==> src/tach_pkg.sv <==
// Shared constants and types of the multi-channel tachometer.
package tach_pkg;

  localparam int unsigned CHANNELS = 4;
  localparam int unsigned CH_W     = $clog2(CHANNELS);
  localparam int unsigned TIME_W   = 32;
  localparam int unsigned RPM_W    = 14;
  localparam int unsigned NF_W     = 16;
  localparam int unsigned STALE_W  = 16;

  // RPM is the dividend over the period; periods at or below SatPeriod
  // give a quotient above RpmMax and saturate.
  localparam int unsigned RpmDividend = 60000000;
  localparam int unsigned RpmMax      = 9999;
  localparam int unsigned SatPeriod   = RpmDividend / (RpmMax + 1);
  localparam int unsigned DVD_W       = $clog2(RpmDividend + 1);
  localparam int unsigned UsPerMs     = 1000;
  localparam int unsigned LIMIT_W     = $clog2(((1 << STALE_W) - 1) * UsPerMs + 1);

  typedef enum logic [1:0] {
    CFG_SENSOR_MASK = 2'd0,
    CFG_NOISE_US    = 2'd1,
    CFG_STALE_MS    = 2'd2
  } cfg_idx_e;

endpackage

==> src/tach_div.sv <==
// Bit-serial restoring divider: constant RPM dividend over a 32-bit period.
module tach_div (
  input  logic                             clk_i,
  input  logic                             rst_ni,
  input  logic                             start_i,
  input  logic [tach_pkg::TIME_W-1:0]      divisor_i,
  output logic                             done_o,
  output logic [tach_pkg::RPM_W-1:0]       quot_o
);

  localparam int unsigned CntW = $clog2(tach_pkg::DVD_W);

  logic                          busy_q;
  logic                          done_q;
  logic [CntW-1:0]               cnt_q;
  logic [tach_pkg::DVD_W-1:0]    dvd_q;
  logic [tach_pkg::DVD_W-1:0]    rem_q;
  logic [tach_pkg::RPM_W-1:0]    quo_q;
  logic [tach_pkg::TIME_W-1:0]   dvs_q;

  logic [tach_pkg::DVD_W:0]      rem_sh;
  logic [tach_pkg::TIME_W-1:0]   rem_ext;
  logic [tach_pkg::TIME_W-1:0]   rem_sub;
  logic                          fits;

  // Bring down one dividend bit, subtract when the divisor fits.
  assign rem_sh  = {rem_q, dvd_q[tach_pkg::DVD_W-1]};
  assign rem_ext = tach_pkg::TIME_W'(rem_sh);
  assign fits    = rem_ext >= dvs_q;
  assign rem_sub = rem_ext - dvs_q;

  always_ff @(posedge clk_i or negedge rst_ni) begin
    if (!rst_ni) begin
      busy_q <= 1'b0;
      done_q <= 1'b0;
      cnt_q  <= '0;
    end else begin
      done_q <= 1'b0;
      if (start_i) begin
        busy_q <= 1'b1;
        cnt_q  <= '0;
      end else if (busy_q) begin
        cnt_q <= cnt_q + CntW'(1);
        if (cnt_q == CntW'(tach_pkg::DVD_W - 1)) begin
          busy_q <= 1'b0;
          done_q <= 1'b1;
        end
      end
    end
  end

  always_ff @(posedge clk_i) begin
    if (start_i) begin
      dvd_q <= tach_pkg::DVD_W'(tach_pkg::RpmDividend);
      rem_q <= '0;
      quo_q <= '0;
      dvs_q <= divisor_i;
    end else if (busy_q) begin
      dvd_q <= {dvd_q[tach_pkg::DVD_W-2:0], 1'b0};
      rem_q <= fits ? rem_sub[tach_pkg::DVD_W-1:0] : rem_sh[tach_pkg::DVD_W-1:0];
      quo_q <= {quo_q[tach_pkg::RPM_W-2:0], fits};
    end
  end

  assign done_o = done_q;
  assign quot_o = quo_q;

endmodule

==> src/multi_channel_tachometer.sv <==
// Top level of the multi-channel polled tachometer with RPM readout.
//
//   port group   dir  payload (lowest bit first)                         handshake
//   s_axis       in   now_us[31:0] tach_levels[35:32] clear_latch[39:36] tvalid/tready
//                     query_channel[41:40], zero pad to 48
//   m_axis       out  speed_rpm[13:0] pulse_total[45:14]                 tvalid/tready
//                     latch_flags[49:46], zero pad to 56
//   cfg          in   cfg_index (0 mask, 1 noise us, 2 stale ms), data   valid/ready
//
// A poll updates all channel state in its accept cycle, then goes through
// the staleness and saturation checks in the check state. When the speed
// needs a quotient, the bit-serial divider brings down the dividend bit by
// bit and then hands the quotient over; zero or saturated speeds go straight
// to the done state. Reset returns the registers to mask 15, noise 1000 us
// and timeout 2000 ms and clears every channel. A result waits in the output
// register while the next poll is taken; a finished poll holds until the
// output register is free.
module multi_channel_tachometer (
  input  logic        clk_i,
  input  logic        rst_ni,
  input  logic        s_axis_tvalid_i,
  output logic        s_axis_tready_o,
  input  logic [47:0] s_axis_tdata_i,   // now_us, tach_levels, clear_latch, query_channel
  output logic        m_axis_tvalid_o,
  input  logic        m_axis_tready_i,
  output logic [55:0] m_axis_tdata_o,   // speed_rpm, pulse_total, latch_flags
  input  logic        cfg_valid_i,
  output logic        cfg_ready_o,
  input  logic [1:0]  cfg_index_i,
  input  logic [15:0] cfg_data_i
);

  localparam int unsigned N = tach_pkg::CHANNELS;

  typedef enum logic [1:0] {
    S_IDLE,
    S_CHECK,
    S_DIV,
    S_DONE
  } state_e;

  // Poll fields.
  logic [tach_pkg::TIME_W-1:0] in_now;
  logic [N-1:0]                in_levels;
  logic [N-1:0]                in_clear;
  logic [1:0]                  in_query;
  logic                        in_fire;

  assign in_now    = s_axis_tdata_i[31:0];
  assign in_levels = s_axis_tdata_i[35:32];
  assign in_clear  = s_axis_tdata_i[39:36];
  assign in_query  = s_axis_tdata_i[41:40];

  // Configuration registers; the timeout is kept prescaled to microseconds.
  logic [N-1:0]                   mask_q;
  logic [tach_pkg::NF_W-1:0]      noise_q;
  logic [tach_pkg::STALE_W-1:0]   stale_q;
  logic [tach_pkg::LIMIT_W-1:0]   limit_q;

  assign cfg_ready_o = 1'b1;

  always_ff @(posedge clk_i or negedge rst_ni) begin
    if (!rst_ni) begin
      mask_q  <= N'(15);
      noise_q <= tach_pkg::NF_W'(1000);
      stale_q <= tach_pkg::STALE_W'(2000);
    end else if (cfg_valid_i) begin
      case (cfg_index_i)
        tach_pkg::CFG_SENSOR_MASK: mask_q  <= cfg_data_i[N-1:0];
        tach_pkg::CFG_NOISE_US:    noise_q <= cfg_data_i;
        tach_pkg::CFG_STALE_MS:    stale_q <= cfg_data_i;
        default: ;
      endcase
    end
  end

  always_ff @(posedge clk_i) begin
    limit_q <= tach_pkg::LIMIT_W'(stale_q) * tach_pkg::LIMIT_W'(tach_pkg::UsPerMs);
  end

  // Per-channel state.
  logic [N-1:0]                prev_q, known_q, seen_q, latch_q;
  logic [N-1:0]                prev_d, known_d, seen_d, latch_d;
  logic [tach_pkg::TIME_W-1:0] count_q  [N];
  logic [tach_pkg::TIME_W-1:0] lft_q    [N];
  logic [tach_pkg::TIME_W-1:0] period_q [N];
  logic [tach_pkg::TIME_W-1:0] count_d  [N];
  logic [tach_pkg::TIME_W-1:0] lft_d    [N];
  logic [tach_pkg::TIME_W-1:0] period_d [N];
  logic [tach_pkg::TIME_W-1:0] gap      [N];

  // Clear the latch first, then learn the level or look for a falling edge.
  always_comb begin
    for (int i = 0; i < N; i++) begin
      prev_d[i]   = prev_q[i];
      known_d[i]  = known_q[i];
      seen_d[i]   = seen_q[i];
      latch_d[i]  = latch_q[i] & ~in_clear[i];
      count_d[i]  = count_q[i];
      lft_d[i]    = lft_q[i];
      period_d[i] = period_q[i];
      gap[i]      = in_now - lft_q[i];
      if (mask_q[i]) begin
        prev_d[i] = in_levels[i];
        if (!known_q[i]) begin
          known_d[i] = 1'b1;
        end else if (prev_q[i] && !in_levels[i]) begin
          count_d[i] = count_q[i] + tach_pkg::TIME_W'(1);
          if (seen_q[i] && gap[i] >= tach_pkg::TIME_W'(noise_q)) begin
            period_d[i] = gap[i];
          end
          lft_d[i]   = in_now;
          seen_d[i]  = 1'b1;
          latch_d[i] = 1'b1;
        end
      end
    end
  end

  always_ff @(posedge clk_i or negedge rst_ni) begin
    if (!rst_ni) begin
      prev_q  <= '0;
      known_q <= '0;
      seen_q  <= '0;
      latch_q <= '0;
      for (int i = 0; i < N; i++) begin
        count_q[i]  <= '0;
        lft_q[i]    <= '0;
        period_q[i] <= '0;
      end
    end else if (in_fire) begin
      prev_q   <= prev_d;
      known_q  <= known_d;
      seen_q   <= seen_d;
      latch_q  <= latch_d;
      count_q  <= count_d;
      lft_q    <= lft_d;
      period_q <= period_d;
    end
  end

  // Query control.
  state_e                      state_q;
  logic [tach_pkg::TIME_W-1:0] now_q;
  logic [tach_pkg::CH_W-1:0]   qch_q;
  logic                        qok_q;
  logic [tach_pkg::RPM_W-1:0]  speed_q;
  logic                        out_valid_q;
  logic [tach_pkg::RPM_W-1:0]  out_speed_q;
  logic [tach_pkg::TIME_W-1:0] out_pulse_q;
  logic [N-1:0]                out_flags_q;

  logic [tach_pkg::TIME_W-1:0] q_period;
  logic [tach_pkg::TIME_W-1:0] q_age;
  logic                        q_zero;
  logic                        q_sat;
  logic                        div_start;
  logic                        div_done;
  logic [tach_pkg::RPM_W-1:0]  div_quot;

  assign s_axis_tready_o = (state_q == S_IDLE);
  assign in_fire         = s_axis_tvalid_i && s_axis_tready_o;

  assign q_period  = period_q[qch_q];
  assign q_age     = now_q - lft_q[qch_q];
  assign q_zero    = !qok_q || (q_period == '0) || (q_age > tach_pkg::TIME_W'(limit_q));
  assign q_sat     = q_period <= tach_pkg::TIME_W'(tach_pkg::SatPeriod);
  assign div_start = (state_q == S_CHECK) && !q_zero && !q_sat;

  tach_div u_div (
    .clk_i     (clk_i),
    .rst_ni    (rst_ni),
    .start_i   (div_start),
    .divisor_i (q_period),
    .done_o    (div_done),
    .quot_o    (div_quot)
  );

  always_ff @(posedge clk_i or negedge rst_ni) begin
    if (!rst_ni) begin
      state_q     <= S_IDLE;
      out_valid_q <= 1'b0;
    end else begin
      // Load a finished poll into a free or draining output register.
      if (state_q == S_DONE && (!out_valid_q || m_axis_tready_i)) begin
        out_valid_q <= 1'b1;
      end else if (m_axis_tready_i) begin
        out_valid_q <= 1'b0;
      end
      case (state_q)
        S_IDLE: begin
          if (in_fire) begin
            state_q <= S_CHECK;
          end
        end
        S_CHECK: begin
          if (q_zero) begin
            state_q <= S_DONE;
          end else if (q_sat) begin
            state_q <= S_DONE;
          end else begin
            state_q <= S_DIV;
          end
        end
        S_DIV: begin
          if (div_done) begin
            state_q <= S_DONE;
          end
        end
        S_DONE: begin
          // Hold until the output register is empty or being drained.
          if (!out_valid_q || m_axis_tready_i) begin
            state_q <= S_IDLE;
          end
        end
        default: state_q <= S_IDLE;
      endcase
    end
  end

  // Payload registers.
  always_ff @(posedge clk_i) begin
    if (in_fire) begin
      now_q <= in_now;
      qch_q <= in_query[tach_pkg::CH_W-1:0];
      qok_q <= 32'(in_query) < 32'(N);
    end
    if (state_q == S_CHECK) begin
      speed_q <= q_zero ? '0 : tach_pkg::RPM_W'(tach_pkg::RpmMax);
    end else if (state_q == S_DIV && div_done) begin
      speed_q <= div_quot;
    end
    if (state_q == S_DONE && (!out_valid_q || m_axis_tready_i)) begin
      out_speed_q <= speed_q;
      out_pulse_q <= qok_q ? count_q[qch_q] : '0;
      out_flags_q <= latch_q;
    end
  end

  assign m_axis_tvalid_o = out_valid_q;
  assign m_axis_tdata_o  = {6'b0, out_flags_q, out_pulse_q, out_speed_q};

  // Checks.
  a_speed_range: assert property (@(posedge clk_i) disable iff (!rst_ni)
    m_axis_tvalid_o |-> out_speed_q <= tach_pkg::RPM_W'(tach_pkg::RpmMax))
    else $error("speed above saturation");

  a_one_poll: assert property (@(posedge clk_i) disable iff (!rst_ni)
    in_fire |=> !s_axis_tready_o)
    else $error("second poll taken while one is in work");

  a_div_owner: assert property (@(posedge clk_i) disable iff (!rst_ni)
    div_done |-> state_q == S_DIV)
    else $error("divider finished outside the divide state");

  a_sat_skip: assert property (@(posedge clk_i) disable iff (!rst_ni)
    (state_q == S_CHECK && (q_zero || q_sat)) |=> state_q == S_DONE)
    else $error("zero or saturated speed went to the divider");

endmodule

==> config.mk <==
export PLATFORM = sky130hd
export DESIGN_NAME = multi_channel_tachometer
export DESIGN_NICKNAME = d
export VERILOG_FILES = /design/src/tach_pkg.sv /design/src/tach_div.sv /design/src/multi_channel_tachometer.sv
export SDC_FILE = /design/constraint.sdc
export NUM_CORES = 2
export LEC_CHECK = 0
export BUFFER_PORTS_ARGS = -buffer_cell sky130_fd_sc_hd__buf_2
export CAP_MARGIN = 15
export CORE_MARGIN = 2
export CORE_UTILIZATION = 60
export DETAILED_ROUTE_END_ITERATION = 12
export PLACE_DENSITY_LB_ADDON = 0.2
export SLEW_MARGIN = 20
export SYNTH_ARGS = -nofsm -noshare
export SYNTH_HDL_FRONTEND = slang
export SYNTH_HIERARCHICAL = 1
export SYNTH_SLANG_ARGS = --single-unit
==> constraint.sdc <==
create_clock -name clk_i -period 14.7 [get_ports clk_i]
set_input_delay 0.735 -clock clk_i [delete_from_list [all_inputs] [get_ports clk_i]]
set_output_delay 0.735 -clock clk_i [all_outputs]
set_load 0.02 [all_outputs]
==> metrics.md <==
| Metric | Value |
|---|---|
| Max_slew headroom | `approximately a quarter` |
| Cell types occupying the most area after synthesis | `sky130_fd_sc_hd__dfrtp_1 (26%), sky130_fd_sc_hd__ha_1 (10%), sky130_fd_sc_hd__edfxtp_1 (9.4%)` |
| Die Footprint | `71,000 µm²` |
| Clock slew seen by the registers of the worst setup and hold paths | `~60 ps` |
| Number of standard cells in the final layout excluding fillers | `~5,000` |
| Synth Warn # | `6` |
| Maximum vdd drop | `between 200 and 300 µV` |
| Vias in the first global route | `30,333` |
| Share of the core filled with cells in the final layout | `around two thirds` |
| Cell type with the largest total area after synthesis | `sky130_fd_sc_hd__dfrtp_1` |
| Cts-stage hold buffer count | `0` |
| Post-detailed-route DRC marker count | `0` |
| Maximum clock rate | `~0.11 GHz` |
| Placeable Area | `68,300 µm²` |
| Drt first-iter violations | `roughly 2,600` |
| Power density normalized to cell area | `around 230 nW/µm²` |
| Critical path class | `flop to flop` |
| Share of the clock period used by the worst path after layout | `60.1%` |
| Initial core utilization | `between 60% and 70%` |
| Met3 demand-to-capacity share in global routing | `under 10%` |
| First-pass iteration count of the detailed router | `5` |
| Vias post-DR | `between 30,000 and 40,000` |
| Share of synthesized area occupied by flip-flops and latches | `around two fifths` |
| Layout cell share with drive strength beyond 1 | `a little over an eighth` |
| Synthesized cell area | `between 40,000 and 50,000 µm²` |
| Leak Pwr | `roughly 21 nW` |
| Via density | `between 6 and 7` |
| IO Port Bufs | `approximately 120` |
| Number of enable flip-flop cells after synthesis | `130` |
| Yosys reg bits | `roughly 660` |
| Fraction of the mapped netlist area in compound gates | `a little over an eighth` |
| Detail-routed net length per standard cell | `between 20 and 25 µm` |
| Max-cap violation count | `0` |
| Dominant combinational cell family by area after synthesis | `compound AO/OA/AOI/OAI gates` |
| Final setup violating endpoints | `0` |
| Final Hold Viols | `0` |
| DIE WIDTH | `about 270 µm` |
| Post-route antenna net violation count | `0` |
| Crit path from | `qch_q[0]` |
| IO Pins | `130` |
| Leading cell types by count after synthesis | `sky130_fd_sc_hd__dfrtp_1 (430), sky130_fd_sc_hd__inv_1 (338), sky130_fd_sc_hd__ha_1 (333)` |
| Count of different cell masters after synthesis | `roughly 110` |
| Hold Path Class | `input port to async pin` |
| Number of gates resized after cts | `0` |
| Number of nets in the final layout | `4,502` |
| Post-layout minimum cycle time | `8830 ps` |
| Required @ worst endpoint | `14,960 ps` |
| Half-perimeter wire length after placement | `approximately 80,000 µm` |
| First-pass GRT wire length | `~170,000 µm` |
| Antenna violations before repair | `1` |
| Endpoint class of the critical path | `flop` |
| Area share of xor/xnor cells in the synthesized design | `between 6 and 7%` |
| Row count | `96` |
| Pin slew with the least headroom to its limit | `between 1000 and 1500 ps` |
| Clock latency reported for the late side of the worst-skew pair | `approximately 640 ps` |
| Startpoint kind of the worst setup timing path | `flop` |
| Fill count | `5,331` |
| CTS Buffer Depth | `3` |
| Skew final | `31.6 ps` |
| Total clock buffers created by CTS | `73` |
| Data arrival time at the worst-slack endpoint | `9090 ps` |
| Portion of netlist area occupied by mux cells | `between 10% and 20%` |
| Clock Root Buffer | `sky130_fd_sc_hd__clkbuf_16` |
| Met2 track demand over resource in global routing | `~48%` |
| Maximum level of the CTS H-tree | `3` |
| Reg-to-reg slack, setup | `roughly 6000 ps` |
| Largest net degree at the start of global routing | `roughly 170` |
| Predominant post-synthesis flop cell | `sky130_fd_sc_hd__dfrtp_1` |
| Total Routing Usage GR | `31.1%` |
| Adder-cell area share of the yosys netlist | `between 10% and 20%` |
| Count of final max-slew check failures | `0` |
| RSZ-0062 raised after global routing | `false` |
| GRT Max-Usage Layer | `met2` |
| Clock sinks | `roughly 660` |
| Async S/R FF share, synth | `67.9%` |
| Final TNS setup | `0 ps` |
| Critical Path Fanout Max | `between 40 and 50` |
| Placer congestion estimate | `roughly 0.97` |
| TritonCTS clock tree | `done` |
| Simple-gate area share of the yosys netlist | `roughly 11%` |
| Total overflow reported by the global router | `0` |
| R2R Path End | `u_div/dvs_q[24]` |
| FF-to-FF Start | `qch_q[0]` |
| Die outline height | `approximately 270 µm` |
| Placed instance count | `about 4,800` |
| Minimum hold slack | `~86 ps` |
| Pre-CTS WS | `just over 6000 ps` |
| Least setup slack across all paths after layout | `5870 ps` |
| Syn Inst Count | `just under 4,000` |
| Postcts setup bufs | `0` |
| Outcome | `complete, no violations` |
| Dominant cell by count in the synthesized netlist | `sky130_fd_sc_hd__dfrtp_1` |
| Met1 Usage GRT | `a little under half` |
| Share of the synthesized area in the top cell type | `a little over a quarter` |
| Reg2Reg Depth | `25` |
| Routed WL | `108,000 µm` |
| Synthesis-to-finish area growth | `9.34%` |
| Synthesized area per cell | `10.5 µm²` |
==> power by group <==
part / switching, W / leakage, nW / total, W / internal (W)
clock network: 0.000797 / 1.19 / 0.00188 / 0.00108
logic: 0.00345 / 12.4 / 0.00586 / 0.00241
registers: 0.000275 / 7.41 / 0.00263 / 0.00235
==> per-stage QoR <==
| stage | total power, W | area (µm²) |
|---|---|---|
| after CTS | 0.0103 | 45200 |
| after global placement | 0.00824 | 42700 |
| after global routing | 0.0112 | 45200 |
| after detailed placement | 0.00837 | 42700 |
| after floorplan | 0.00687 | 41400 |
| final | 0.0104 | 45200 |
==> routing by layer <==
metal	wire [µm]	up-vias
met3	6710	194
met5	0	-
met2	48800	923
li1	-	14340
met1	48700	15177
met4	4000	0
==> area by class of cell <==
type                       instances  area, µm²  area share [%]
antenna                            1       2.50         0.00554
clock buffer                      98       1960            4.34
clock inverter                    38        512            1.13
inverter                         338       1270            2.81
multi-input combinational       2824      22800            50.5
sequential                       657      16700            37.0
tap                              882       1100            2.44
timing repair buffer             144        833            1.84
==> placed cells by master, fill, tap and decap left out, types with 47 or more instances in the layout <==
master / netlist / routed
sky130_fd_sc_hd__xnor2_1: 198 / 198
sky130_fd_sc_hd__inv_1: 338 / 338
sky130_fd_sc_hd__clkbuf_16: 0 / 74
sky130_fd_sc_hd__mux4_2: 96 / 96
sky130_fd_sc_hd__nor2_1: 194 / 193
sky130_fd_sc_hd__mux2i_1: 50 / 50
sky130_fd_sc_hd__dfrtp_1: 430 / 429
sky130_fd_sc_hd__mux2_2: 85 / 85
sky130_fd_sc_hd__nand4_1: 52 / 52
sky130_fd_sc_hd__ha_1: 333 / 333
sky130_fd_sc_hd__nand2_1: 328 / 328
sky130_fd_sc_hd__and3_1: 50 / 50
sky130_fd_sc_hd__xor2_1: 98 / 98
sky130_fd_sc_hd__buf_2: 10 / 115
sky130_fd_sc_hd__edfxtp_1: 130 / 130
sky130_fd_sc_hd__a21oi_1: 213 / 213
sky130_fd_sc_hd__nand3_1: 88 / 88
sky130_fd_sc_hd__a21o_1: 102 / 102
sky130_fd_sc_hd__nor3_1: 51 / 47
sky130_fd_sc_hd__dfxtp_1: 81 / 81
sky130_fd_sc_hd__fa_1: 60 / 60
sky130_fd_sc_hd__o21ai_0: 258 / 258
==> cells by family after synthesis <==
kind of cell / after synthesis
compound gates: 881
xor+xnor: 296
fa+ha+maj: 393
buf+inv: 464
flops: 657
mux: 294
other cells: 2
simple gates: 953
==> state kept, by name, indices dropped and copies added, names as in the netlist, 4 cells and up <==
register / flops
count_q: 128
lft_q: 128
period_q: 128
now_q: 32
out_pulse_q: 32
u_div/dvs_q: 32
u_div/rem_q: 26
limit_q: 23
u_div/dvd_q: 18
noise_q: 16
stale_q: 16
out_speed_q: 14
speed_q: 14
u_div/quot_o: 14
u_div/cnt_q: 5
known_q: 4
latch_q: 4
mask_q: 4
out_flags_q: 4
prev_q: 4
seen_q: 4
==> worst max-delay path, cell delays in order, from the launching register on <==
cell	delay (ps)
sky130_fd_sc_hd__edfxtp_1	340
sky130_fd_sc_hd__buf_4	610
sky130_fd_sc_hd__mux4_2	580
sky130_fd_sc_hd__inv_1	80
sky130_fd_sc_hd__ha_1	280
sky130_fd_sc_hd__a21oi_1	200
sky130_fd_sc_hd__o21ai_0	220
sky130_fd_sc_hd__or3b_2	500
sky130_fd_sc_hd__o21ai_1	330
sky130_fd_sc_hd__a21oi_1	230
sky130_fd_sc_hd__a221oi_1	310
sky130_fd_sc_hd__buf_4	190
sky130_fd_sc_hd__o21a_1	120
sky130_fd_sc_hd__xnor2_1	130
sky130_fd_sc_hd__ha_1	470
sky130_fd_sc_hd__nand4_1	130
sky130_fd_sc_hd__nor4_1	780
sky130_fd_sc_hd__nand3_1	220
sky130_fd_sc_hd__o21ai_0	130
sky130_fd_sc_hd__a21oi_1	160
sky130_fd_sc_hd__nor3_1	240
sky130_fd_sc_hd__o2111ai_1	280
sky130_fd_sc_hd__a2111o_1	660
sky130_fd_sc_hd__nor2_4	170
sky130_fd_sc_hd__buf_4	400
sky130_fd_sc_hd__buf_4	550
==> worst max path at each step <==
stage / endpoint
6_report: u_div/dvs_q[24]
5_1_grt: u_div/dvs_q[24]
4_1_cts: u_div/dvs_q[24]
3_5_place_dp: u_div/dvs_q[30]
3_3_place_gp: u_div/dvs_q[29]
2_1_floorplan: u_div/done_o
(Power assumes the default switching activity.)
